`src/ucd_pkg.sv`:
```
`default_nettype none

package ucd_pkg;

    // Fixed code points.
    localparam logic [20:0] REPL_CHAR = 21'h00FFFD;
    localparam logic [20:0] MAX_CP    = 21'h10FFFF;

    // Lead byte limits and special leads.
    localparam logic [7:0] LEAD_MIN_TWO   = 8'hC2;
    localparam logic [7:0] LEAD_E0        = 8'hE0;
    localparam logic [7:0] LEAD_ED        = 8'hED;
    localparam logic [7:0] LEAD_F0        = 8'hF0;
    localparam logic [7:0] LEAD_F4        = 8'hF4;
    localparam logic [7:0] FOLLOW_MIN_E0  = 8'hA0;
    localparam logic [7:0] FOLLOW_MIN_F0  = 8'h90;
    localparam logic [7:0] FOLLOW_MAX_F4  = 8'h8F;

    // Sequence length codes.
    localparam logic [2:0] LEN_NONE  = 3'd0;
    localparam logic [2:0] LEN_ONE   = 3'd1;
    localparam logic [2:0] LEN_TWO   = 3'd2;
    localparam logic [2:0] LEN_THREE = 3'd3;
    localparam logic [2:0] LEN_FOUR  = 3'd4;

    // Controller states.
    typedef enum logic {
        ST_IDLE,
        ST_REPLAY
    } ucd_state_t;

    // Commands from the controller to the datapath.
    typedef struct packed {
        logic go;
        logic from_queue;
        logic last;
    } ucd_cmd_t;

    // Status from the datapath to the controller.
    typedef struct packed {
        logic slot_free;
        logic replay_more;
    } ucd_status_t;

    // Sequence length announced by a lead byte; zero for a byte that cannot lead.
    function automatic logic [2:0] lead_length(input logic [7:0] c);
        logic [2:0] len;
        if (c < 8'h80) begin
            len = LEN_ONE;
        end else if (c < 8'hC0) begin
            len = LEN_NONE;
        end else if (c < 8'hE0) begin
            len = LEN_TWO;
        end else if (c < 8'hF0) begin
            len = LEN_THREE;
        end else if (c <= LEAD_F4) begin
            len = LEN_FOUR;
        end else begin
            len = LEN_NONE;
        end
        return len;
    endfunction

endpackage

`default_nettype wire

```
`src/ucd_ctrl.sv`:
```
`default_nettype none

module ucd_ctrl
    import ucd_pkg::*;
(
    input  wire logic        clk,
    input  wire logic        rst_n,
    input  wire logic        in_valid,
    input  wire logic        in_last,
    output logic             in_ready,
    input  wire ucd_status_t status,
    output ucd_cmd_t         cmd
);

    ucd_state_t state_reg;
    ucd_state_t state_next;
    logic       last_reg;
    logic       last_next;

    // State and the end-of-string flag of the beat being worked off.
    always_ff @(posedge clk or negedge rst_n)
    begin
        if (!rst_n)
        begin
            state_reg <= ST_IDLE;
            last_reg  <= 1'b0;
        end
        else
        begin
            state_reg <= state_next;
            last_reg  <= last_next;
        end
    end

    // Next state: stay in replay while the datapath still holds bytes to decode again.
    always_comb
    begin
        state_next = state_reg;
        last_next  = last_reg;
        if (cmd.go)
        begin
            state_next = status.replay_more ? ST_REPLAY : ST_IDLE;
            if (state_reg == ST_IDLE)
            begin
                last_next = in_last;
            end
        end
    end

    // Outputs: in idle the incoming beat is decoded at once; in replay the queue head is.
    always_comb
    begin
        unique case (state_reg)
            ST_IDLE:
            begin
                in_ready       = status.slot_free;
                cmd.go         = in_valid && status.slot_free;
                cmd.from_queue = 1'b0;
                cmd.last       = in_last;
            end
            ST_REPLAY:
            begin
                in_ready       = 1'b0;
                cmd.go         = status.slot_free;
                cmd.from_queue = 1'b1;
                cmd.last       = last_reg;
            end
            default:
            begin
                in_ready       = 1'b0;
                cmd.go         = 1'b0;
                cmd.from_queue = 1'b0;
                cmd.last       = 1'b0;
            end
        endcase
    end

endmodule

`default_nettype wire

```
`src/ucd_datapath.sv`:
```
`default_nettype none

module ucd_datapath
    import ucd_pkg::*;
(
    input  wire logic        clk,
    input  wire logic        rst_n,
    input  wire ucd_cmd_t    cmd,
    output ucd_status_t      status,
    input  wire logic [7:0]  in_byte,
    output logic [20:0]      code_point,
    output logic             malformed,
    output logic             cut_short,
    output logic             out_last,
    output logic             out_valid,
    input  wire logic        out_ready
);

    // Sequence state.
    logic [7:0]  lead_reg;
    logic [7:0]  lead_next;
    logic [2:0]  seq_len_reg;
    logic [2:0]  seq_len_next;
    logic [1:0]  fcount_reg;
    logic [1:0]  fcount_next;
    logic [7:0]  fol_reg [3];
    logic [7:0]  fol_new [3];

    // Replay queue.
    logic [7:0]  q_reg [3];
    logic [7:0]  q_next [3];
    logic [1:0]  qlen_reg;
    logic [1:0]  qlen_next;

    // Output register.
    logic [20:0] cp_reg;
    logic        bad_reg;
    logic        cut_reg;
    logic        last_out_reg;
    logic        out_valid_reg;
    logic        out_valid_next;

    // Step results.
    logic [7:0]  cur_byte;
    logic [7:0]  rest [2];
    logic [1:0]  rest_len;
    logic [2:0]  cnt1;
    logic        window_full;
    logic        win_ok;
    logic [20:0] win_cp;
    logic [20:0] v4;
    logic        f1;
    logic        f2;
    logic        f3;
    logic        fail;
    logic        emit;
    logic [20:0] e_cp;
    logic        e_bad;
    logic        e_cut;
    logic        final_beat;
    logic [2:0]  nq_len;

    // Byte under work and what remains of the queue behind it.
    always_comb
    begin
        cur_byte = cmd.from_queue ? q_reg[0] : in_byte;
        rest[0]  = q_reg[1];
        rest[1]  = q_reg[2];
        rest_len = cmd.from_queue ? qlen_reg - 2'd1 : 2'd0;
        for (int i = 0; i < 3; i++)
        begin
            fol_new[i] = (fcount_reg == i[1:0]) ? cur_byte : fol_reg[i];
        end
        cnt1        = {1'b0, fcount_reg} + 3'd1;
        window_full = (seq_len_reg != LEN_NONE) && (cnt1 >= seq_len_reg - 3'd1);
    end

    // Window check on the lead and the followers including the current byte.
    always_comb
    begin
        f1 = fol_new[0][7:6] == 2'b10;
        f2 = fol_new[1][7:6] == 2'b10;
        f3 = fol_new[2][7:6] == 2'b10;
        v4 = {lead_reg[2:0], fol_new[0][5:0], fol_new[1][5:0], fol_new[2][5:0]};
        unique case (seq_len_reg)
            LEN_TWO:
            begin
                win_ok = f1 && (lead_reg >= LEAD_MIN_TWO);
                win_cp = {10'd0, lead_reg[4:0], fol_new[0][5:0]};
            end
            LEN_THREE:
            begin
                win_ok = f1 && f2
                      && !(lead_reg == LEAD_E0 && fol_new[0] < FOLLOW_MIN_E0)
                      && !(lead_reg == LEAD_ED && fol_new[0] >= FOLLOW_MIN_E0);
                win_cp = {5'd0, lead_reg[3:0], fol_new[0][5:0], fol_new[1][5:0]};
            end
            LEN_FOUR:
            begin
                win_ok = f1 && f2 && f3
                      && !(lead_reg == LEAD_F0 && fol_new[0] < FOLLOW_MIN_F0)
                      && !(lead_reg == LEAD_F4 && fol_new[0] > FOLLOW_MAX_F4)
                      && (v4 <= MAX_CP);
                win_cp = v4;
            end
            default:
            begin
                win_ok = 1'b0;
                win_cp = REPL_CHAR;
            end
        endcase
    end

    // One decoding step for the current byte.
    always_comb
    begin
        status.slot_free = !out_valid_reg || out_ready;
        emit         = 1'b0;
        e_cp         = REPL_CHAR;
        e_bad        = 1'b0;
        e_cut        = 1'b0;
        fail         = 1'b0;
        lead_next    = lead_reg;
        seq_len_next = seq_len_reg;
        fcount_next  = fcount_reg;
        if (seq_len_reg == LEN_NONE)
        begin
            unique case (lead_length(cur_byte))
                LEN_ONE:
                begin
                    emit = 1'b1;
                    e_cp = {13'd0, cur_byte};
                end
                LEN_NONE:
                begin
                    emit  = 1'b1;
                    e_bad = 1'b1;
                end
                default:
                begin
                    lead_next    = cur_byte;
                    seq_len_next = lead_length(cur_byte);
                    fcount_next  = 2'd0;
                end
            endcase
        end
        else if (window_full)
        begin
            emit         = 1'b1;
            e_cp         = win_ok ? win_cp : REPL_CHAR;
            e_bad        = !win_ok;
            fail         = !win_ok;
            seq_len_next = LEN_NONE;
            fcount_next  = 2'd0;
        end
        else
        begin
            fcount_next = cnt1[1:0];
        end

        // Followers of a refused window go back in front of the queue.
        nq_len = {1'b0, rest_len} + (fail ? cnt1 : 3'd0);
        case (fail ? cnt1[1:0] : 2'd0)
            2'd1:
            begin
                q_next[0] = fol_new[0];
                q_next[1] = rest[0];
                q_next[2] = rest[1];
            end
            2'd2:
            begin
                q_next[0] = fol_new[0];
                q_next[1] = fol_new[1];
                q_next[2] = rest[0];
            end
            2'd3:
            begin
                q_next[0] = fol_new[0];
                q_next[1] = fol_new[1];
                q_next[2] = fol_new[2];
            end
            default:
            begin
                q_next[0] = rest[0];
                q_next[1] = rest[1];
                q_next[2] = q_reg[2];
            end
        endcase
        qlen_next          = nq_len[1:0];
        status.replay_more = nq_len != 3'd0;

        // The last byte of a string closes it, with a cut-short replacement if a
        // sequence is still open.
        final_beat = cmd.last && (nq_len == 3'd0);
        if (final_beat)
        begin
            if (!emit)
            begin
                emit  = 1'b1;
                e_cp  = REPL_CHAR;
                e_bad = 1'b1;
                e_cut = 1'b1;
            end
            seq_len_next = LEN_NONE;
            fcount_next  = 2'd0;
        end

        if (cmd.go && emit)
        begin
            out_valid_next = 1'b1;
        end
        else if (out_ready)
        begin
            out_valid_next = 1'b0;
        end
        else
        begin
            out_valid_next = out_valid_reg;
        end
    end

    // Control registers.
    always_ff @(posedge clk or negedge rst_n)
    begin
        if (!rst_n)
        begin
            seq_len_reg   <= LEN_NONE;
            fcount_reg    <= 2'd0;
            qlen_reg      <= 2'd0;
            out_valid_reg <= 1'b0;
        end
        else
        begin
            out_valid_reg <= out_valid_next;
            if (cmd.go)
            begin
                seq_len_reg <= seq_len_next;
                fcount_reg  <= fcount_next;
                qlen_reg    <= qlen_next;
            end
        end
    end

    // Payload registers.
    always_ff @(posedge clk)
    begin
        if (cmd.go)
        begin
            lead_reg <= lead_next;
            for (int i = 0; i < 3; i++)
            begin
                q_reg[i] <= q_next[i];
            end
            if (seq_len_reg != LEN_NONE)
            begin
                for (int i = 0; i < 3; i++)
                begin
                    fol_reg[i] <= fol_new[i];
                end
            end
            if (emit)
            begin
                cp_reg       <= e_cp;
                bad_reg      <= e_bad;
                cut_reg      <= e_cut;
                last_out_reg <= final_beat;
            end
        end
    end

    assign code_point = cp_reg;
    assign malformed  = bad_reg;
    assign cut_short  = cut_reg;
    assign out_last   = last_out_reg;
    assign out_valid  = out_valid_reg;

endmodule

`default_nettype wire

```
`src/utf8_to_codepoint_decoder_top.sv`:
```
// UTF-8 to code point decoder.
// Input channel: one string byte per beat on in_byte, with in_last high on the
// final byte of the string; valid/ready handshake.
// Output channel: one code point per beat on code_point, with malformed,
// cut_short and out_last; valid/ready handshake behind an output register.
// A result is registered and shown in the cycle after the byte that completes it.
// Throughput: one byte per cycle while sequences are well formed and the
// output slot is free. A refused multibyte window sends its follower bytes
// (up to three) back through the replay queue in the datapath, worked off
// one byte a cycle with in_ready low while the output slot is free; a
// replayed byte may close another refused window, and the input waits until
// the queue is empty. A string that ends inside a sequence gives one extra
// replacement beat with its last decoded byte, flagged cut_short, and
// out_last marks the last result of every string.
// Reset clears the open sequence, the replay queue and the output valid flag.
// While the receiver holds out_ready low, the shown result stays put and no
// further byte is decoded or accepted.
`default_nettype none

module utf8_to_codepoint_decoder_top
    import ucd_pkg::*;
(
    input  wire logic        clk,
    input  wire logic        rst_n,
    input  wire logic [7:0]  in_byte,
    input  wire logic        in_last,
    input  wire logic        in_valid,
    output logic             in_ready,
    output logic [20:0]      code_point,
    output logic             malformed,
    output logic             cut_short,
    output logic             out_last,
    output logic             out_valid,
    input  wire logic        out_ready
);

    ucd_cmd_t    cmd;
    ucd_status_t status;

    // Sequencing of incoming and replayed bytes.
    ucd_ctrl u_ctrl (
        .clk      (clk),
        .rst_n    (rst_n),
        .in_valid (in_valid),
        .in_last  (in_last),
        .in_ready (in_ready),
        .status   (status),
        .cmd      (cmd)
    );

    // Sequence state, window check, replay queue and output register.
    ucd_datapath u_datapath (
        .clk        (clk),
        .rst_n      (rst_n),
        .cmd        (cmd),
        .status     (status),
        .in_byte    (in_byte),
        .code_point (code_point),
        .malformed  (malformed),
        .cut_short  (cut_short),
        .out_last   (out_last),
        .out_valid  (out_valid),
        .out_ready  (out_ready)
    );

endmodule

`default_nettype wire

```
`config.mk`:
```
export PLATFORM = sky130hd
export DESIGN_NAME = utf8_to_codepoint_decoder_top
export DESIGN_NICKNAME = d
export VERILOG_FILES = /design/src/ucd_pkg.sv /design/src/ucd_ctrl.sv /design/src/ucd_datapath.sv /design/src/utf8_to_codepoint_decoder_top.sv
export SDC_FILE = /design/constraint.sdc
export NUM_CORES = 1
export LEC_CHECK = 0
export BUFFER_PORTS_ARGS = -buffer_cell sky130_fd_sc_hd__buf_4
export CAP_MARGIN = 20
export CELL_PAD_IN_SITES_DETAIL_PLACEMENT = 0
export CELL_PAD_IN_SITES_GLOBAL_PLACEMENT = 1
export CORE_UTILIZATION = 48
export CTS_CLUSTER_DIAMETER = 80
export DETAILED_ROUTE_END_ITERATION = 7
export PLACE_DENSITY = 0.83
export SKIP_LAST_GASP = 1
export SLEW_MARGIN = 20
export SYNTH_ARGS = -nofsm -noshare
export SYNTH_HDL_FRONTEND = slang
export SYNTH_HIERARCHICAL = 1
export SYNTH_SLANG_ARGS = --single-unit
```
`constraint.sdc`:
```
create_clock -name clk -period 7 [get_ports clk]
set_input_delay 0 -clock clk [delete_from_list [all_inputs] [get_ports clk]]
set_output_delay 0 -clock clk [all_outputs]
set_load 0.01 [all_outputs]
```
# [Yosys cells after proc, flatten, opt, wreduce, memory -nomap -nowiden]
# Memories as Yosys holds them, arrays and structs flattened.
# Cells that the tools add are included.
[op_classes] add_sub_neg=4 order_cmp=12 n_eq_ne=17 muxes=51 bitwise_logic=2 n_reduce_logical=37
[op_table] op="21-bit two-way mux" count=5
[op_table] op="24-bit case mux with 3 select lines" count=1
[op_table] op="21-bit case mux with 3 select lines" count=1
[op_table] op="8-bit < comparator (second input constant)" count=6
[op_table] op="3-bit two-way mux" count=11
[op_table] op="8-bit equality test (second input constant)" count=4
[op_table] op="8-bit two-way mux" count=4
[op_table] op="21-bit <= comparator (second input constant)" count=1
[op_table] op="1-bit two-way mux" count=19
[op_table] op="8-bit greater-or-equal comparator (second input constant)" count=2
[op_table] op="1-bit logical AND" count=16
[op_table] op="16-bit two-way mux" count=1
[op_table] op="2-bit equality test (second input constant)" count=6
[op_table] op="2-bit two-way mux" count=6
[op_table] op="3-bit zero test" count=3
[op_table] op="3-bit nonzero test" count=3
[op_table] op="8-bit > comparator (second input constant)" count=1
[op_table] op="8-bit <= comparator (second input constant)" count=1
[op_table] op="3-bit by 2-bit equality test with 1-bit output (second input constant)" count=2
[op_table] op="1-bit zero test" count=6
[op_table] op="3-bit case mux with 2 select lines" count=1
[op_table] op="2-bit AND reduction" count=3
[op_table] op="3-bit AND reduction" count=2
[op_table] op="2-bit by 1-bit equality test with 1-bit output (second input constant)" count=2
[op_table] op="other kinds (15)" count=16
[word_totals] reg_bits=42 ramBits=48 in_bits=13 output_inout_bits=26 wordCells=136 mem_count=2
[memory_table] name="u_datapath.fol_reg" depth=3 word_bits=8 read_ports=3 rd_ports_with_merged_regs=0 wr=3 line_no="ucd_datapath.sv:26" rtl="logic [7:0] fol_reg [3];"
[memory_table] name="u_datapath.q_reg" depth=3 word_bits=8 read_ports=3 rd_ports_with_merged_regs=0 wr=3 line_no="ucd_datapath.sv:30" rtl="logic [7:0] q_reg [3];"

# [Longest topological paths before layout]
[logic_depth] depth_word=23 ltp_mapped=19 depth_no_buf=17

# [Cells and area by module]
# The synthesis kept the hierarchy.
[by_module_without_submodules] mod="ucd_datapath" n_inst=1 cells_per_inst=390 area_each_um2=4599.4
[by_module_without_submodules] mod="ucd_ctrl" n_inst=1 cells_per_inst=11 area_each_um2=121.4

# [Worst setup path before layout]
# No wires, ideal clock.
[synth_path] kind="reg-to-reg" startpoint="reg u_datapath.fcount_reg[0]" endpoint="reg u_datapath.cp_reg[0] (netlist: u_datapath/code_point[0]), enable pin" setup_ns=0.382 arrival_time_ns=4.696 required_time_ns=6.618 setup_slack_ns=1.922 stages_incl_launch_ff=19 synth_period_minus_slack_ns=5.078 cell_sequence="dfrtp_1 -> clkbuf_1 -> inv_2 -> ha_1 -> clkbuf_2 -> or3_1 -> a311o_1 -> nor4_4 -> o21ai_4 -> nand3_1 -> buf_2 -> inv_1 -> fa_1 -> nor2_1 -> and2_1 -> nor2b_1 -> mux2i_4 -> inv_2 -> o21a_1"
[synth_via] elab_chain_len=18
[synth_rtl] item="start, declared" line_no="ucd_datapath.sv:24" rtl="logic [1:0] fcount_reg;"
[synth_rtl] item="start signal, assigned" line_no="ucd_datapath.sv:238" rtl="fcount_reg <= fcount_next;"
[synth_rtl] item="branches (longest 12 deep; another with 21-bit <= comparator)"
[synth_rtl] item="3-bit two-way mux (*)" line_no="ucd_datapath.sv:162" rtl="nq_len = {1'b0, rest_len} + (fail ? cnt1 : 3'd0);"
[synth_rtl] item="2-bit by 3-bit adder with 3-bit output (*)" line_no="ucd_datapath.sv:162"
[synth_rtl] item="via u_datapath.nq_len[1]" line_no="ucd_datapath.sv:61" rtl="logic [2:0] nq_len;"
[synth_rtl] item="3-bit zero test (*)" line_no="ucd_datapath.sv:194" rtl="final_beat = cmd.last && (nq_len == 3'd0);"
[synth_rtl] item="1-bit logical AND (*)" line_no="ucd_datapath.sv:194"
[synth_rtl] item="via u_datapath.final_beat" line_no="ucd_datapath.sv:60" rtl="logic final_beat;"
[synth_rtl] item="1-bit two-way mux (*)" line_no="ucd_datapath.sv:195" rtl="if (final_beat)"
[synth_rtl] item="2-bit AND reduction (no line) (*)"
[synth_rtl] item="end signal, assigned" line_no="ucd_datapath.sv:263" rtl="cp_reg <= e_cp;"
[synth_rtl] item="end, declared" line_no="ucd_datapath.sv:36" rtl="logic [20:0] cp_reg;"
# Mark *: on every way through the listed nets, which the timed path passes.
# A chain may end at the register's enable or synchronous reset.

==> flow_summary.json <==
{
  "layout_min_cycle_time_ps": 5770,
  "gp_routability_congestion": 0.870,
  "rr_startpoint": "u_datapath/fcount_reg[0]",
  "drv_cap": 0,
  "cts_post_setup_buffers_inserted": 0,
  "insertion_delay_ps": 360,
  "number_of_buffers_created_by_cts": 9,
  "period_share_pct": 82.4,
  "synth_fp_nets": 427,
  "ff_latch_area_um2": 2650,
  "worst_case_headroom_to_the_max_slew_limit_pct": 26.3,
  "drt-total-wl_mm": 10.1,
  "hp-start": "in_byte[6]",
  "slew_viol_final": 0,
  "dieHeight_um": 101,
  "placed_cells": 550,
  "vias": 3223,
  "worstSetupEndpointType": "register",
  "setup_repair_after_global_routing_missed_its_margin": "no",
  "holdCritPathClass": "input port to register",
  "clock_tree.htree_level_count": 3,
  "yosys_warnings": 6,
  "drtAntennaViolNets": 0,
  "drc": 0,
  "layout.cells.most_common": "sky130_fd_sc_hd__edfxtp_1",
  "cts.clk_slew.worst_paths_ps": 90,
  "dr.first_iter.drc_count": 375,
  "p_seq_share_pct": 41.9,
  "design.core.area_um2": 9370,
  "final_cells": 571,
  "global_route.overflow_total": 0,
  "syn-mean-instance-area_um2": 11.8,
  "synth_sequential_area_ratio_pct": 56.2,
  "ys_types": 60,
  "cts_root_buffer": "sky130_fd_sc_hd__clkbuf_8",
  "power_per_cell_area_nw_per_um2": 445,
  "cts.sinks": 90,
  "i_o_pin_total": 39,
  "most-common-layout-cells": "80 x sky130_fd_sc_hd__edfxtp_1, 49 x sky130_fd_sc_hd__nor2_1, 40 x sky130_fd_sc_hd__buf_4, 32 x sky130_fd_sc_hd__a21oi_1, 25 x sky130_fd_sc_hd__inv_1",
  "floorplan.die_area_um2": 10200,
  "floorplan.initialDensity_pct": 50.4,
  "gr-usage-all-layers_pct": 21.6,
  "power_switching_share_pct": 39.5,
  "finalNetCount": 463,
  "mappedNetlistArea_um2": 4720,
  "final.setup_skew_ps": 10.5,
  "row_count": 35,
  "cellInternalPower_w": 0.00144,
  "critical_path_peak_fanout": 24,
  "drt_first_pass_iters": 5,
  "antenna_cells_inserted": 0,
  "critical_path.slowest_cell": "sky130_fd_sc_hd__o21a_1",
  "routedWlPerCell_um": 17.7,
  "fin_tns_setup_ps": 0,
  "synth_flop_cell": "sky130_fd_sc_hd__edfxtp_1",
  "count_of_flip_flops_with_a_built_in_enable_after_synthesis": 80,
  "timing.critical_path.slowest_cell_delay_ps": 780,
  "p_sw_w": 0.000937,
  "worst_ep_required_time_ps": 6990,
  "clockPowerShare_pct": 15.0,
  "synth_cells": 401,
  "synth-async-reset-ratio_pct": 11.1,
  "worst_r2r_path_depth": 16,
  "cells_resized_by_post_cts_repair": 0,
  "setup_viol_count_final": 0,
  "place.port_buffers": 38,
  "power_leakage_nw": 2.02,
  "first_global_vias": 3039,
  "area_occupied_by_multi_input_gates_um2": 1880,
  "n_fill_cell": 821,
  "antenna_found_initial": 0,
  "grt_first_pass_wirelength_mm": 16.5,
  "whs_path_depth": 3,
  "post_drt_via_cell_ratio": 5.64,
  "critPathKind": "register to register",
  "max_clock_freq_mhz": 173,
  "postSynthRegisterBits": 90,
  "outcome": "complete, no violations",
  "path_cells": "inv_2, ha_1, nor2_1, a21oi_1, nor4b_2, nor4_4, o21ai_4, nand3_1, inv_1, fa_1, nor2_1, and2_1, nor2b_1, mux2i_4, inv_2, o21a_1",
  "layout_cell_share_with_drive_strength_beyond_1_pct": 18.6,
  "critPathArrivalTime_ps": 5750,
  "dp.final_hpwl_mm": 7.24,
  "min_delay_worst_endpoint": "u_datapath/lead_reg[6]",
  "r2r-end": "u_datapath/code_point[7]",
  "floorplan.die.width_um": 101,
  "worst_setup_slack_for_register_to_register_paths_ps": 1230,
  "syn2layout_area_growth_pct": 12.9,
  "tightest_slew_ps": 1100,
  "power.share.combinational_pct": 43.1,
  "tritoncts": "yes",
  "largest_net_degree_at_the_start_of_global_routing": 25,
  "cp-start-kind": "register",
  "finalHoldViolCount": 0,
  "vdd_ir_drop_max_mv": 0.142,
  "cts-root-to-sink-buffers": 2
}
==> per-layer routing <==
metal | GRT usage, % | routed length (um) | vias up
met5 | 0 | 0 | -
li1 | - | - | 1562
met2 | 31.7 | 4460 | 133
met4 | 7.25 | 109 | 0
met3 | 4.35 | 697 | 10
met1 | 32.1 | 4830 | 1518
==> kinds of logic after synthesis <==
kind of cell	count (synthesis)	share of synthesized area, %
compound gates	101	15.3
xor+xnor	3	0.557
fa+ha+maj	13	3.60
buf+inv	46	4.08
flops	90	56.2
mux	30	7.37
simple gates	118	12.9
==> cells in the mapped netlist, drive strengths merged (2+ instances only) <==
master	n	area share [%]
a21o	7	1.1
a21oi	34	3.8
a221oi	4	0.74
a22oi	16	2.5
a31oi	2	0.26
a32oi	5	0.93
and2	9	1.2
and3	2	0.26
buf	6	0.85
clkbuf	13	1.1
dfrtp	10	5.3
edfxtp	80	51
ha	12	3.2
inv	27	2.1
mux2	12	2.9
mux2i	18	4.4
nand2	18	1.4
nand2b	4	0.53
nand3	6	0.64
nand3b	5	0.80
nor2	50	4.0
nor2b	7	0.93
nor3	5	0.77
nor3b	2	0.32
nor4	3	0.72
o211ai	2	0.61
o21a	2	0.32
o21ai	11	1.4
o2bb2ai	8	1.5
o32ai	2	0.37
or3	2	0.26
xnor2	3	0.56
==> cell type report <==
class	instances	area share, %
flip-flops and latches	90	49.8
multi-input cells	265	35.3
repair buffers	44	6.39
well taps	129	3.03
clock buffers	11	2.47
inverters	27	1.90
clock inverters	5	1.17
==> power by group through the flow <==
stage	combinational, W	sequential [W]	clock (W)
after global routing	0.00113	0.00102	0.000383
after global placement	0.000994	0.000998	0
after detailed placement	0.00101	0.00101	0
after floorplan	0.000676	0.00100	0
after CTS	0.00101	0.000993	0.000363
final	0.00102	0.000993	0.000356
==> critical path: cells and delay by family, from the launching register on <==
kind                       cells  cell delay, ps
AOI/OAI and AO/OA              3            1390
adders and majority gates      2            1120
buffers and inverters          3             540
DFF                            1             500
muxes                          1             120
and+or+nand+nor                7            1710
==> worst max-delay path by stage <==
stage / startpoint / slack [ps] / depth (start not counted) / endpoint
after floorplan: u_datapath/fcount_reg[0] / 1920 / 18 / u_datapath/code_point[0]
after global placement: u_datapath/fcount_reg[0] / 1400 / 15 / u_datapath/code_point[2]
after detailed placement: u_datapath/fcount_reg[0] / 1270 / 15 / u_datapath/code_point[2]
after CTS: u_datapath/fcount_reg[0] / 1240 / 15 / u_datapath/code_point[7]
after global routing: u_datapath/fcount_reg[0] / 690 / 16 / u_datapath/code_point[13]
final: u_datapath/fcount_reg[0] / 1230 / 16 / u_datapath/code_point[7]
==> through the flow <==
stage / total power, W / utilization [%] / setup WS, ps / instance area (um2) / hold WS [ps]
after floorplan: 0.00168 / - / 1920 / 4720 / -296
after global placement: 0.00199 / 54.3 / 1400 / 5090 / -161
after detailed placement: 0.00201 / 54.3 / 1270 / 5090 / -160
after CTS: 0.00237 / 56.8 / 1240 / 5320 / 28.7
after global routing: 0.00253 / 56.8 / 691 / 5330 / 32.8
final: 0.00237 / 56.8 / 1230 / 5330 / 33.8
==> timing repair <==
action                                 in CTS  in global routing
setup endpoints to repair                   0                  0
endpoints found under the hold margin      12                  0
hold buffers                                4                  0
(Power assumes the default switching activity.)
